<file path="src/gmrm_pkg.sv">
// Shared types and constants for the greedy mask rectangle merger.
// No dependencies.
`timescale 1ns / 1ps
`default_nettype none
package gmrm_pkg;
  localparam int MASK_DIM   = 16;
  localparam int LAYER_BITS = 16;
  localparam int COORD_BITS = $clog2(MASK_DIM);
  localparam int DIM_BITS   = COORD_BITS + 1;
  localparam int CELL_COUNT = MASK_DIM * MASK_DIM;
  localparam int ADDR_BITS  = 2 * COORD_BITS;
  localparam int CELL_BITS  = 1 + LAYER_BITS + 8;
  localparam int FIELD_COORD = 4;
  localparam int FIELD_DIM   = 5;
  localparam int FIELD_LAYER = 16;
  localparam int CFG_BITS    = 5;
  localparam logic CFG_WIDTH  = 1'b0;
  localparam logic CFG_HEIGHT = 1'b1;
  localparam logic MODE_WRITE = 1'b0;
  localparam logic MODE_FETCH = 1'b1;

  typedef struct packed {
    logic                  filled;
    logic [LAYER_BITS-1:0] layer;
    logic [1:0]            ao0;
    logic [1:0]            ao1;
    logic [1:0]            ao2;
    logic [1:0]            ao3;
  } cell_t;

  // controller -> datapath
  typedef enum logic [3:0] {
    OP_NONE, OP_WRITE, OP_START, OP_SCAN_RD, OP_SCAN_CHK, OP_BASE, OP_RD, OP_RCHK,
    OP_DCHK, OP_MARK_INIT, OP_MARK, OP_DONE_FOUND, OP_DONE_EMPTY
  } op_t;

  typedef struct packed {
    op_t op;
  } cmd_t;

  // datapath -> controller
  typedef struct packed {
    logic scan_end;   // scan position past last row
    logic hit;        // last read cell filled and unconsumed
    logic match;      // last read cell mergeable
    logic row_end;    // grow-right cursor at width limit
    logic seg_end;    // segment column cursor at last column of rect
    logic down_end;   // no further row to test
    logic mark_end;   // last cell marked
  } status_t;
endpackage
`default_nettype wire

</file>
<file path="src/gmrm_ctrl.sv">
// Controller state machine sequencing scan, grow and mark steps.
// Depends on gmrm_pkg.
`timescale 1ns / 1ps
`default_nettype none
module gmrm_ctrl (
  input  wire logic              clk,
  input  wire logic              rst,
  input  wire logic              in_valid,
  output logic                   in_ready,
  input  wire logic              in_mode,
  output logic                   out_valid,
  input  wire logic              out_ready,
  input  wire gmrm_pkg::status_t status,
  output gmrm_pkg::cmd_t         cmd
);
  import gmrm_pkg::*;

  typedef enum logic [9:0] {
    S_IDLE  = 10'b0000000001,
    S_START = 10'b0000000010,
    S_SRD   = 10'b0000000100,
    S_SCHK  = 10'b0000001000,
    S_BASE  = 10'b0000010000,
    S_RD    = 10'b0000100000,
    S_CHK   = 10'b0001000000,
    S_MARK  = 10'b0010000000,
    S_FOUND = 10'b0100000000,
    S_EMPTY = 10'b1000000000
  } state_t;

  state_t state, state_next;
  logic out_full;
  logic grow_down;   // set once right-growth has ended
  logic done;

  // item may enter once the result register is free to be reloaded
  assign in_ready = (state == S_IDLE) && !(out_full && !out_ready);
  assign out_valid = out_full;
  assign done = (state == S_FOUND) || (state == S_EMPTY);

  always_ff @(posedge clk) begin
    if (rst) begin
      out_full <= 1'b0;
    end else if (done) begin
      out_full <= 1'b1;
    end else if (out_ready) begin
      out_full <= 1'b0;
    end
  end

  always_ff @(posedge clk) begin
    if (rst) grow_down <= 1'b0;
    else if (state == S_BASE) grow_down <= 1'b0;
    else if (cmd.op == OP_DCHK) grow_down <= 1'b1;
  end

  always_comb begin
    state_next = state;
    cmd.op = OP_NONE;
    unique case (state)
      S_IDLE: begin
        if (in_valid && in_ready) begin
          if (in_mode == MODE_WRITE) cmd.op = OP_WRITE;
          else state_next = S_START;
        end
      end
      S_START: begin
        cmd.op = OP_START;
        state_next = S_SRD;
      end
      S_SRD: begin
        if (status.scan_end) state_next = S_EMPTY;
        else begin
          cmd.op = OP_SCAN_RD;
          state_next = S_SCHK;
        end
      end
      S_SCHK: begin
        cmd.op = OP_SCAN_CHK;
        state_next = status.hit ? S_BASE : S_SRD;
      end
      S_BASE: begin
        cmd.op = OP_BASE;
        state_next = S_RD;
      end
      S_RD: begin
        // test the bound before each read
        if (!grow_down) begin
          if (status.row_end) cmd.op = OP_DCHK;
          else begin
            cmd.op = OP_RD;
            state_next = S_CHK;
          end
        end else begin
          if (status.down_end) begin
            cmd.op = OP_MARK_INIT;
            state_next = S_MARK;
          end else begin
            cmd.op = OP_RD;
            state_next = S_CHK;
          end
        end
      end
      S_CHK: begin
        if (status.match) begin
          cmd.op = OP_RCHK;
          state_next = S_RD;
        end else if (!grow_down) begin
          cmd.op = OP_DCHK;
          state_next = S_RD;
        end else begin
          cmd.op = OP_MARK_INIT;
          state_next = S_MARK;
        end
      end
      S_MARK: begin
        cmd.op = OP_MARK;
        if (status.mark_end) state_next = S_FOUND;
      end
      S_FOUND: begin
        cmd.op = OP_DONE_FOUND;
        state_next = S_IDLE;
      end
      S_EMPTY: begin
        cmd.op = OP_DONE_EMPTY;
        state_next = S_IDLE;
      end
      default: state_next = S_IDLE;
    endcase
  end

  always_ff @(posedge clk) begin
    if (rst) state <= S_IDLE;
    else state <= state_next;
  end
endmodule
`default_nettype wire

</file>
<file path="config.mk">
export PLATFORM = sky130hd
export DESIGN_NAME = gmrm_ctrl
export DESIGN_NICKNAME = d
export VERILOG_FILES = /design/src/gmrm_pkg.sv /design/src/gmrm_ctrl.sv
export SDC_FILE = /design/constraint.sdc
export NUM_CORES = 1
export LEC_CHECK = 0
export BUFFER_PORTS_ARGS = -buffer_cell sky130_fd_sc_hd__buf_2
export CAP_MARGIN = 20
export CELL_PAD_IN_SITES_DETAIL_PLACEMENT = 0
export CELL_PAD_IN_SITES_GLOBAL_PLACEMENT = 1
export CORE_MARGIN = 2
export CORE_UTILIZATION = 40
export CTS_CLUSTER_DIAMETER = 80
export DETAILED_ROUTE_END_ITERATION = 10
export GPL_TIMING_DRIVEN = 1
export MAX_ROUTING_LAYER = met4
export PLACE_DENSITY = 0.9
export SYNTH_ARGS = -nofsm -noshare
export SYNTH_HDL_FRONTEND = slang
export SYNTH_SLANG_ARGS = --single-unit
</file>
<file path="constraint.sdc">
create_clock -name clk -period 4.75 [get_ports clk]
set_clock_uncertainty 0.15 [all_clocks]
set_input_delay 1.425 -clock clk [delete_from_list [all_inputs] [get_ports clk]]
set_output_delay 1.425 -clock clk [all_outputs]
set_load 0.005 [all_outputs]
</file>
==> results.tsv, run 1 <==
stage	metric	value	unit
outcome	status	finished clean	
pwr	LEAKAGE	0.0003934	µW
routing	Via density	5.793	
flow_run	max cap viols	0	
setup_path	maximum fanout along the worst path	3	
setup_path	Setup crit start kind	input pin	
setup_path	Reg2Reg Setup Slack	2.78	ns
floorplanning	# IOs	18	
placed_design	Post-DP Area	917.1	µm²
setup_path	critical path required time	3.17	ns
routing	drt drc	0	
cts	clock-pin slew on the worst setup and hold paths	0.07	ns
global_routing	largest net degree at the start of global routing	11	
yosys	count leader, synth	dfxtp_1	
yosys	Post-synth EDFFs	0	
floorplanning	Die Y	49.54	µm
cts	cts bufs inserted	3	
yosys	Cell variety after synth	40	
global_routing	GRT Total Usage	18.71	%
yosys	Syn. warnings	0	
floorplanning	die width	49.54	µm
finish	Final Cell Area	939.7	µm²
global_routing	total grt overflow	0	
routing	vias	869	
setup_path	crit path kind	input pin to output port	
setup_path	Worst EP arrival	2.42	ns
setup_path	CP max stage cell	or3_1	
floorplanning	CORE AREA	1962	µm²
placed_design	detailed placement HPWL	1654	µm
finish	n_diodes	0	
routing	WL/cell	13.81	µm
finish	Layout Nets	137	
pwr	Pwr Density	264.6	nW/µm²
pwr	peak supply drop	0.0001492	V
yosys	ys flop type	dfxtp_1	
setup_path	Max stage delay on crit path	0.39	ns
placed_design	gpl congestion	0.8656	
global_routing	first-pass GRT wire length	3560	µm
setup_path	endpoint class of the critical path	output port	
pwr	Power Total	248.7	µW
min_path	Hold Crit Class	register to register	
sta	Hold WS	0.4075	ns
routing	final wirelength	2071	µm
sta	RSZ-0062 raised after global routing	no	
cts	Hold Buf Count CTS	0	
sta	final setup fails	0	
placed_design	PortBufs	16	
cts	CTS tree	built	
global_routing	vias in the first global route	821	
setup_path	cell mode on critical path	buf_2	
floorplanning	Die ar.	2454	µm²
yosys	FF+latch count, synth	12	
sta	fin. max-slew vios	0	
sta	Worst Max-Slew Pin Slew	0.4451	ns
global_routing	initial antenna violation count	0	
sta	Hold Fails Final Rpt	0	
sta	setup TNS	0	ns
yosys	synth top area cells	dfxtp_1 (29%), a21oi_1 (6.0%), nor2_1 (5.0%)	
cts	CTS resizes	0	
yosys	Synth Instances	108	
routing	ANT nets after route	0	
yosys	sequential area share after synthesis	28.96	%
cts	Max clock buf depth	2	
finish	register area	240.2	µm²
yosys	Synth top area share	28.96	%
yosys	Syn Std Cell Area	829.5	µm²
finish	area delta synth->final	13.27	%
sta	Slew headroom	70.05	%
floorplanning	row cnt	16	
yosys	syn_nets	120	
yosys	asr flop ratio synth	0	%
yosys	area leader, netlist	dfxtp_1	
finish	final core occ	47.90	%
cts	Clock Latency Late Sink	0.27	ns
yosys	synth cell count leaders	dfxtp_1 (12), nor2_1 (11), a21oi_1 (10), nand2_1 (10)	
routing	First-pass DRT Iterations	4	
cts	Post-CTS Setup Inserts	0	
cts	Clock Tree Root	clkbuf_4	
finish	layout cell share with drive strength beyond 1	21.14	%
routing	DR iter-0 viols	31	
cts	H-tree levels	1	
sta	min Tclk post-route	3.995	ns
setup_path	Cell Chain, Critical Path	buf_2 > nor2_1 > mux2i_1 > o21ai_1 > or3_1 > buf_2	
finish	fill count	235	
finish	Multi-input gate area	551.8	µm²
sta	Max Clk Rate	250.3	MHz
floorplanning	initial core utilization	42.28	%
cts	clock sinks	12	
sta	Final period util	84.11	%
yosys	Mean Syn Cell Area	7.681	µm²
worst paths after layout:
kind              from        end  depth (start not counted)
max          status[6]     cmd[0]                          6
min          out_valid  out_valid                          2
max reg2reg   state[3]  grow_down                          6
min reg2reg  out_valid  out_valid                          2
per-stage QoR:
step | cells | setup WS [ns]
detailed placement | 147 | 0.7638
floorplan | 108 | 1.098
CTS | 150 | 0.7581
finish | 150 | 0.7549
global route | 150 | 0.7166
global placement | 147 | 0.7682
registers in the layout, indices dropped and copies added, names as in the netlist:
register,flops
state,10
grow_down,1
out_valid,1
cells in the final DEF, fill, tap and decap left out, types with 3 or more instances in the layout:
cell type   n
o21ai_0     3
nand2_1    10
nor3_1      5
nand2b_1    5
nor2_1     11
nand3_1     3
dfxtp_1    12
buf_2      16
o21ai_1     3
a21oi_1    10
nor2b_1     5
nand4_1     3
clkbuf_4    3
inv_1       3
nor4_1      3
worst max-delay path: cells and delay by family:
family / cells / cell delay [ns]
AO/OA/AOI/OAI: 1 / 0.09
buffers and inverters: 2 / 0.24
multiplexers: 1 / 0.23
AND/OR/NAND/NOR: 2 / 0.43
kinds of logic after synthesis:
kind of cell,Yosys count,synth area share [%]
muxes,2,2.564
buffers and inverters,7,4.524
and+or+nand+nor,60,43.14
AOI/OAI and AO/OA,24,17.65
DFF,12,28.96
xor gates and xnor gates,3,3.168
where the power goes:
part	switching, µW	total [µW]	internal (µW)	leakage (µW)
Sequential	8.21	113	105	0.0000971
Combinational	43.1	72.7	29.6	0.000283
Clock	33.7	63.1	29.4	0.0000138
Total	85.0	249	164	0.000393
final cells by class:
type	instances	share of cell area (%)
tap	27	3.595
timing repair buffer	16	8.522
multi-input combinational	89	58.72
sequential	12	25.57
clock buffer	3	2.397
inverter	3	1.198
routing by layer:
| metal | track usage (%) | up-vias | wire [µm] |
|---|---|---|---|
| li1 | - | 430 | - |
| met1 | 23.98 | 407 | 922 |
| met2 | 29.78 | 26 | 991 |
| met3 | 3.939 | 6 | 122 |
| met4 | 5.093 | 0 | 35 |
| met5 | - | - | 0 |
No activity file was read; power rests on OpenSTA's default activity.
==> run 2, diff against run 1 <==
--- a/config.mk
+++ b/config.mk
@@ -5,17 +5,18 @@
 export SDC_FILE = /design/constraint.sdc
 export NUM_CORES = 1
 export LEC_CHECK = 0
+export ABC_AREA = 1
 export BUFFER_PORTS_ARGS = -buffer_cell sky130_fd_sc_hd__buf_2
 export CAP_MARGIN = 20
 export CELL_PAD_IN_SITES_DETAIL_PLACEMENT = 0
 export CELL_PAD_IN_SITES_GLOBAL_PLACEMENT = 1
 export CORE_MARGIN = 2
-export CORE_UTILIZATION = 40
+export CORE_UTILIZATION = 36
 export CTS_CLUSTER_DIAMETER = 80
 export DETAILED_ROUTE_END_ITERATION = 10
 export GPL_TIMING_DRIVEN = 1
 export MAX_ROUTING_LAYER = met4
-export PLACE_DENSITY = 0.9
+export PLACE_DENSITY = 0.86
 export SYNTH_ARGS = -nofsm -noshare
 export SYNTH_HDL_FRONTEND = slang
 export SYNTH_SLANG_ARGS = --single-unit
==> constraint.sdc (replaced) <==
create_clock -name clk -period 3.7 [get_ports clk]
set_clock_uncertainty 0.15 [all_clocks]
set_input_delay 1.11 -clock clk [delete_from_list [all_inputs] [get_ports clk]]
set_output_delay 1.11 -clock clk [all_outputs]
set_load 0.005 [all_outputs]
==> run 2 against run 1 <==
Against the previous run: sequential share of layout area is 2.6 points lower; critical endpoint is now cmd[2]; cell count increased by 32%; register-to-register slack got worse by 0.88 ns; power rose by 140%; utilization fell by 4.9 points; largest cell class unchanged; combinational power rose to 4.8 times the previous value; wire length rose by 10%; worst hold slack worse by 0.030 ns; non-clock buffer count unchanged; sequential power is 49% higher; area after synthesis rose by 9.7%; critical path depth up 3.
==> results.tsv, run 2 <==
stage	metric	value	unit	change
yosys	Post-synth EDFFs	0		unchanged
sta	fin. max-slew vios	0		unchanged
routing	Via density	4.889		was 5.793
finish	n_diodes	0		unchanged
pwr	peak supply drop	0.0002603	V	was 0.0001492 V
floorplanning	Die ar.	2945	µm²	was 2454 µm²
setup_path	Cell Chain, Critical Path	buf_2 > nand2_1 > inv_1 > nor2_1 > nand3_1 > nand2_1 > inv_1 > nand3_1 > buf_2		was buf_2 > nor2_1 > mux2i_1 > o21ai_1 > or3_1 > buf_2
sta	Slew headroom	73.21	%	was 70.05%
placed_design	detailed placement HPWL	1857	µm	was 1654 µm
setup_path	WP buf/inv	4		was 2
cts	clock-pin slew on the worst setup and hold paths	0.08	ns	was 0.07 ns
cts	H-tree levels	1		unchanged
setup_path	endpoint class of the critical path	output port		unchanged
placed_design	Post-DP Area	1023	µm²	was 917.1 µm²
cts	CTS resizes	0		unchanged
finish	layout cell share with drive strength beyond 1	22.02	%	was 21.14%
yosys	Syn Std Cell Area	909.6	µm²	was 829.5 µm²
finish	Final Cell Area	1046	µm²	was 939.7 µm²
finish	most common cell after layout, fill and taps aside	nor2_1		was buf_2
cts	CTS tree	built		unchanged
setup_path	critical path required time	2.44	ns	was 3.17 ns
yosys	ys flop type	dfxtp_1		unchanged
yosys	sequential area share after synthesis	26.41	%	was 28.96%
yosys	Synth Instances	150		was 108
cts	Post-CTS Setup Inserts	0		unchanged
sta	Worst Max-Slew Pin Slew	0.3994	ns	was 0.4451 ns
placed_design	PortBufs	16		unchanged
sta	RSZ-0062 raised after global routing	no		unchanged
sta	setup TNS	0	ns	unchanged
global_routing	vias in the first global route	879		was 821
finish	fill count	273		was 235
sta	min Tclk post-route	3.194	ns	
sta	final setup fails	0		unchanged
yosys	Syn. warnings	0		unchanged
finish	most frequent cells in the layout	nor2_1 (31), nand2_1 (28), inv_1 (28), buf_2 (16)		was buf_2 (16), dfxtp_1 (12), nor2_1 (11), a21oi_1 (10), nand2_1 (10)
routing	drt drc	0		unchanged
flow_run	max cap viols	0		unchanged
outcome	status	finished clean		unchanged
cts	Hold Buf Count CTS	0		unchanged
cts	Clock Latency Late Sink	0.27	ns	about the same
global_routing	GRT Total Usage	19.27	%	was 18.71%
global_routing	total grt overflow	0		unchanged
finish	Layout Nets	182		was 137
setup_path	Setup crit start kind	input pin		unchanged
setup_path	crit path kind	input pin to output port		unchanged
min_path	Hold Crit Class	register to register		unchanged
floorplanning	initial core utilization	37.40	%	was 42.28%
sta	Max Clk Rate	313.1	MHz	
cts	clock sinks	12		unchanged
global_routing	largest net degree at the start of global routing	10		was 11
yosys	area leader, netlist	dfxtp_1		unchanged
yosys	synth top area cells	dfxtp_1 (26%), nor2_1 (13%), inv_1 (12%)		was dfxtp_1 (29%), a21oi_1 (6.0%), nor2_1 (5.0%)
setup_path	maximum fanout along the worst path	3		unchanged
setup_path	Worst EP arrival	1.93	ns	was 2.42 ns
finish	area delta synth->final	14.99	%	was 13.27%
routing	WL/cell	11.51	µm	was 13.81 µm
yosys	Synth top area share	26.41	%	was 28.96%
min_path	hold_sp	grow_down		was out_valid
routing	DR iter-0 viols	26		was 31
setup_path	FF-to-FF Start	state[9]		was state[3]
yosys	count leader, synth	nor2_1		was dfxtp_1
setup_path	Max stage delay on crit path	0.17	ns	was 0.39 ns
yosys	asr flop ratio synth	0	%	unchanged
floorplanning	CORE AREA	2432	µm²	was 1962 µm²
global_routing	grt met3 use	4.918	%	was 3.939%
routing	final wirelength	2278	µm	was 2071 µm
floorplanning	Die Y	54.27	µm	was 49.54 µm
pwr	Pwr Density	572.2	nW/µm²	was 264.6 nW/µm²
floorplanning	row cnt	18		was 16
sta	Hold Fails Final Rpt	0		unchanged
routing	ANT nets after route	0		unchanged
setup_path	CP delay by family, top	simple AND/OR/NAND/NOR gates		unchanged
global_routing	M2 GR Usage	32.13	%	was 29.78%
pwr	LEAKAGE	0.0005599	µW	was 0.0003934 µW
cts	Clock Tree Root	clkbuf_4		unchanged
yosys	synth cell count leaders	nor2_1 (31), inv_1 (28), nand2_1 (28), dfxtp_1 (12), nand3_1 (12)		was dfxtp_1 (12), nor2_1 (11), a21oi_1 (10), nand2_1 (10)
cts	Max clock buf depth	2		unchanged
floorplanning	# IOs	18		unchanged
routing	vias	968		was 869
sta	Final period util	86.32	%	
setup_path	crit path launch	status[1]		was status[6]
finish	Largest register FFs	10		unchanged
sta	worst setup margin	0.5060	ns	was 0.7549 ns
global_routing	initial antenna violation count	0		unchanged
global_routing	first-pass GRT wire length	3829	µm	was 3560 µm
yosys	FF+latch count, synth	12		unchanged
placed_design	gpl congestion	0.9039		was 0.8656
finish	register bank with the most flops	state		unchanged
setup_path	CP max stage cell	nor2_1		was or3_1
yosys	Mean Syn Cell Area	6.064	µm²	was 7.681 µm²
cts	cts bufs inserted	3		unchanged
yosys	syn_nets	162		was 120
routing	First-pass DRT Iterations	4		unchanged
global_routing	M1 GR Usage	22.41	%	was 23.98%
placed_design	post-place setup slack	0.5096	ns	was 0.7638 ns
global_routing	gr busiest metal	met2		unchanged
setup_path	Reg2Reg Setup Slack	1.90	ns	was 2.78 ns
floorplanning	die width	54.27	µm	was 49.54 µm
yosys	Cell variety after synth	26		was 40
==> run 2: kinds of logic after synthesis <==
family | share of synthesized area, %
flip-flops | 26.41
buffers and inverters | 11.97
AND/OR/NAND/NOR | 55.85
AO/OA/AOI/OAI | 5.776
==> run 2: report_power, final <==
part           internal [µW]  switching (µW)  total, µW
sequential               152            16.2        168
combinational            119             230        348
clock                   37.7            44.6       82.3
==> run 2: metrics by stage <==
stage | hold slack, ns | cells | total power (µW) | utilization (%)
4_1_cts | 0.3769 | 198 | 599.8 | 43.00
3_3_place_gp | 0.3511 | 195 | 510.6 | 42.08
6_report | 0.3773 | 198 | 598.5 | 43.00
2_1_floorplan | 0.3285 | 150 | 430.5 | -
5_1_grt | 0.4083 | 198 | 660.6 | 43.00
3_5_place_dp | 0.3642 | 195 | 518.5 | 42.08
==> run 2: path summary, 6_finish.rpt <==
kind | end | depth (start not counted)
setup / recovery | cmd[2] | 9
hold / removal | grow_down | 2
setup reg to reg | state[7] | 8
hold reg to reg | grow_down | 2
==> run 2: layout make-up <==
class                           count  area (µm²)  share of cell area, %
Sequential cell                    12       240.2                  22.97
Multi-Input combinational cell    109       560.5                  53.59
Clock buffer                        3       22.52                  2.153
Timing Repair Buffer               16       80.08                  7.656
Inverter                           28       105.1                  10.05
Tap cell                           30       37.54                  3.589
==> run 2: tightest hold or removal path, cell delays in order, from the launching register on <==
cell and delay (ns):
dfxtp_1 0.33, inv_1 0.09, a21oi_1 0.07
==> run 2: metal layers <==
metal	part of all wire, %	vias to the layer above
met5	0	-
met4	1.2	0
met3	3.5	4
met2	48	18
met1	47	440
li1	-	506
==> run 3, diff against run 2 <==
--- a/config.mk
+++ b/config.mk
@@ -17,6 +17,7 @@
 export GPL_TIMING_DRIVEN = 1
 export MAX_ROUTING_LAYER = met4
 export PLACE_DENSITY = 0.86
+export RECOVER_POWER = 100
 export SYNTH_ARGS = -nofsm -noshare
 export SYNTH_HDL_FRONTEND = slang
 export SYNTH_SLANG_ARGS = --single-unit
==> run 3 against run 2 <==
Against the previous run: clock power hardly changed; die area stayed put; sequential power hardly changed.
==> results.tsv, run 3 (synthesized netlist as in run 2, its figures left out) <==
stage	metric	value	unit	change
outcome	status	finished clean		unchanged
routing	WL/cell	11.51	µm	about the same
finish	Final Cell Area	1018	µm²	was 1046 µm²
cts	Post-CTS Setup Inserts	0		unchanged
pwr	peak supply drop	0.0002437	V	was 0.0002603 V
global_routing	total grt overflow	0		unchanged
cts	Hold Buf Count CTS	0		unchanged
floorplanning	initial core utilization	37.40	%	unchanged
setup_path	Setup crit start kind	input pin		unchanged
floorplanning	row cnt	18		unchanged
floorplanning	# IOs	18		unchanged
sta	fin. max-slew vios	0		unchanged
routing	First-pass DRT Iterations	4		unchanged
finish	fill count	280		was 273
sta	Slew headroom	72.88	%	was 73.21%
floorplanning	Die Y	54.27	µm	unchanged
cts	clock sinks	12		unchanged
global_routing	gr busiest metal	met2		unchanged
pwr	LEAKAGE	0.0005361	µW	was 0.0005599 µW
global_routing	M1 GR Usage	22.41	%	unchanged
global_routing	first-pass GRT wire length	3829	µm	unchanged
min_path	Hold Crit Class	register to register		unchanged
placed_design	PortBufs	16		unchanged
placed_design	Post-DP Area	1023	µm²	unchanged
routing	drt drc	0		unchanged
setup_path	Max stage delay on crit path	0.17	ns	about the same
floorplanning	CORE AREA	2432	µm²	unchanged
setup_path	endpoint class of the critical path	output port		unchanged
setup_path	CP max stage cell	nor2_1		unchanged
cts	Clock Tree Root	clkbuf_4		unchanged
routing	ANT nets after route	0		unchanged
finish	n_diodes	0		unchanged
finish	area delta synth->final	11.97	%	was 14.99%
sta	Hold Fails Final Rpt	0		unchanged
global_routing	grt met3 use	4.918	%	unchanged
placed_design	detailed placement HPWL	1857	µm	unchanged
floorplanning	Die ar.	2945	µm²	unchanged
finish	Largest register FFs	10		unchanged
pwr	Pwr Density	568.9	nW/µm²	was 572.2 nW/µm²
global_routing	M2 GR Usage	32.13	%	unchanged
routing	final wirelength	2279	µm	was 2278 µm
placed_design	post-place setup slack	0.5096	ns	unchanged
routing	vias	958		was 968
cts	Clock Latency Late Sink	0.27	ns	about the same
sta	setup TNS	0	ns	unchanged
flow_run	max cap viols	0		unchanged
setup_path	crit path kind	input pin to output port		unchanged
cts	Max clock buf depth	2		unchanged
setup_path	Cell Chain, Critical Path	buf_2 > nand2_1 > inv_1 > nor2_1 > nand3_1 > nand2_1 > inv_1 > nand3_1 > clkbuf_1		was buf_2 > nand2_1 > inv_1 > nor2_1 > nand3_1 > nand2_1 > inv_1 > nand3_1 > buf_2
setup_path	critical path required time	2.44	ns	about the same
setup_path	Worst EP arrival	1.94	ns	was 1.93 ns
placed_design	Placed Cells incl. Taps	195		unchanged
finish	most common cell after layout, fill and taps aside	nor2_1		unchanged
global_routing	largest net degree at the start of global routing	10		unchanged
sta	worst setup margin	0.4969	ns	was 0.5060 ns
sta	final setup fails	0		unchanged
sta	min Tclk post-route	3.203	ns	was 3.194 ns
finish	layout cell share with drive strength beyond 1	17.26	%	was 22.02%
cts	CTS tree	built		unchanged
routing	DR iter-0 viols	20		was 26
setup_path	maximum fanout along the worst path	3		unchanged
floorplanning	die width	54.27	µm	unchanged
global_routing	vias in the first global route	879		unchanged
cts	CTS resizes	0		unchanged
sta	Worst Max-Slew Pin Slew	0.4034	ns	was 0.3994 ns
cts	clock-pin slew on the worst setup and hold paths	0.08	ns	about the same
cts	H-tree levels	1		unchanged
finish	register bank with the most flops	state		unchanged
sta	Final period util	86.57	%	was 86.32%
sta	Max Clk Rate	312.2	MHz	was 313.1 MHz
finish	Layout Nets	182		unchanged
cts	cts bufs inserted	3		unchanged
global_routing	initial antenna violation count	0		unchanged
sta	RSZ-0062 raised after global routing	no		unchanged
finish	most frequent cells in the layout	nor2_1 (33), nand2_1 (28), inv_1 (28), nand3_1 (13)		was nor2_1 (31), nand2_1 (28), inv_1 (28), buf_2 (16)
placed_design	gpl congestion	0.9039		unchanged
global_routing	GRT Total Usage	19.27	%	unchanged
routing	Via density	4.838		was 4.889
finish	final non-filler cell total	198		unchanged
## run 3: cell types whose count changed in the layout (fill, tap and decap cells not counted), sizes merged
cell / previous run / this run
buf: 16 / 12
clkbuf: 3 / 7
## run 3: cell type report
cell class	count	area [µm²]	area share (%)
Sequential cell	12	240.2	23.59
Multi-Input combinational cell	109	538.0	52.83
Tap cell	30	37.54	3.685
Clock buffer	3	22.52	2.211
Inverter	28	105.1	10.32
Timing Repair Buffer	16	75.07	7.371
## run 3: path summary, 6_finish.rpt
check	from	slack (ns)	cells after the start	endpoint
worst max-delay path	status[1]	0.50	9	cmd[2]
worst min-delay path	grow_down	0.38	2	grow_down
worst max register to register	state[6]	1.70	8	state[7]
worst min register to register	grow_down	0.38	2	grow_down
## run 3: stage by stage
step,total power (µW),util [%],hold WS [ns]
4_1_cts,599.8,43.00,0.3769
3_3_place_gp,510.6,42.08,0.3511
3_5_place_dp,518.5,42.08,0.3642
2_1_floorplan,430.5,-,0.3285
6_report,579.4,41.87,0.3777
5_1_grt,639.1,41.87,0.4083
## run 3: critical path, delay by kind of cell
kind / cells / cell delay, ns
simple gates: 5 / 0.51
buf+inv: 4 / 0.33
## run 3: layer usage
layer / vias to the layer above / part of all wire [%]
met4: 0 / 1.4
met3: 4 / 3.2
li1: 503 / -
met1: 432 / 48
met2: 19 / 48
met5: - / 0
## run 3: where the power goes
| group | switching (µW) | internal, µW | total (µW) |
|---|---|---|---|
| Sequential | 15.3 | 152 | 167 |
| Combinational | 222 | 108 | 331 |
| Clock | 44.2 | 37.7 | 82.0 |
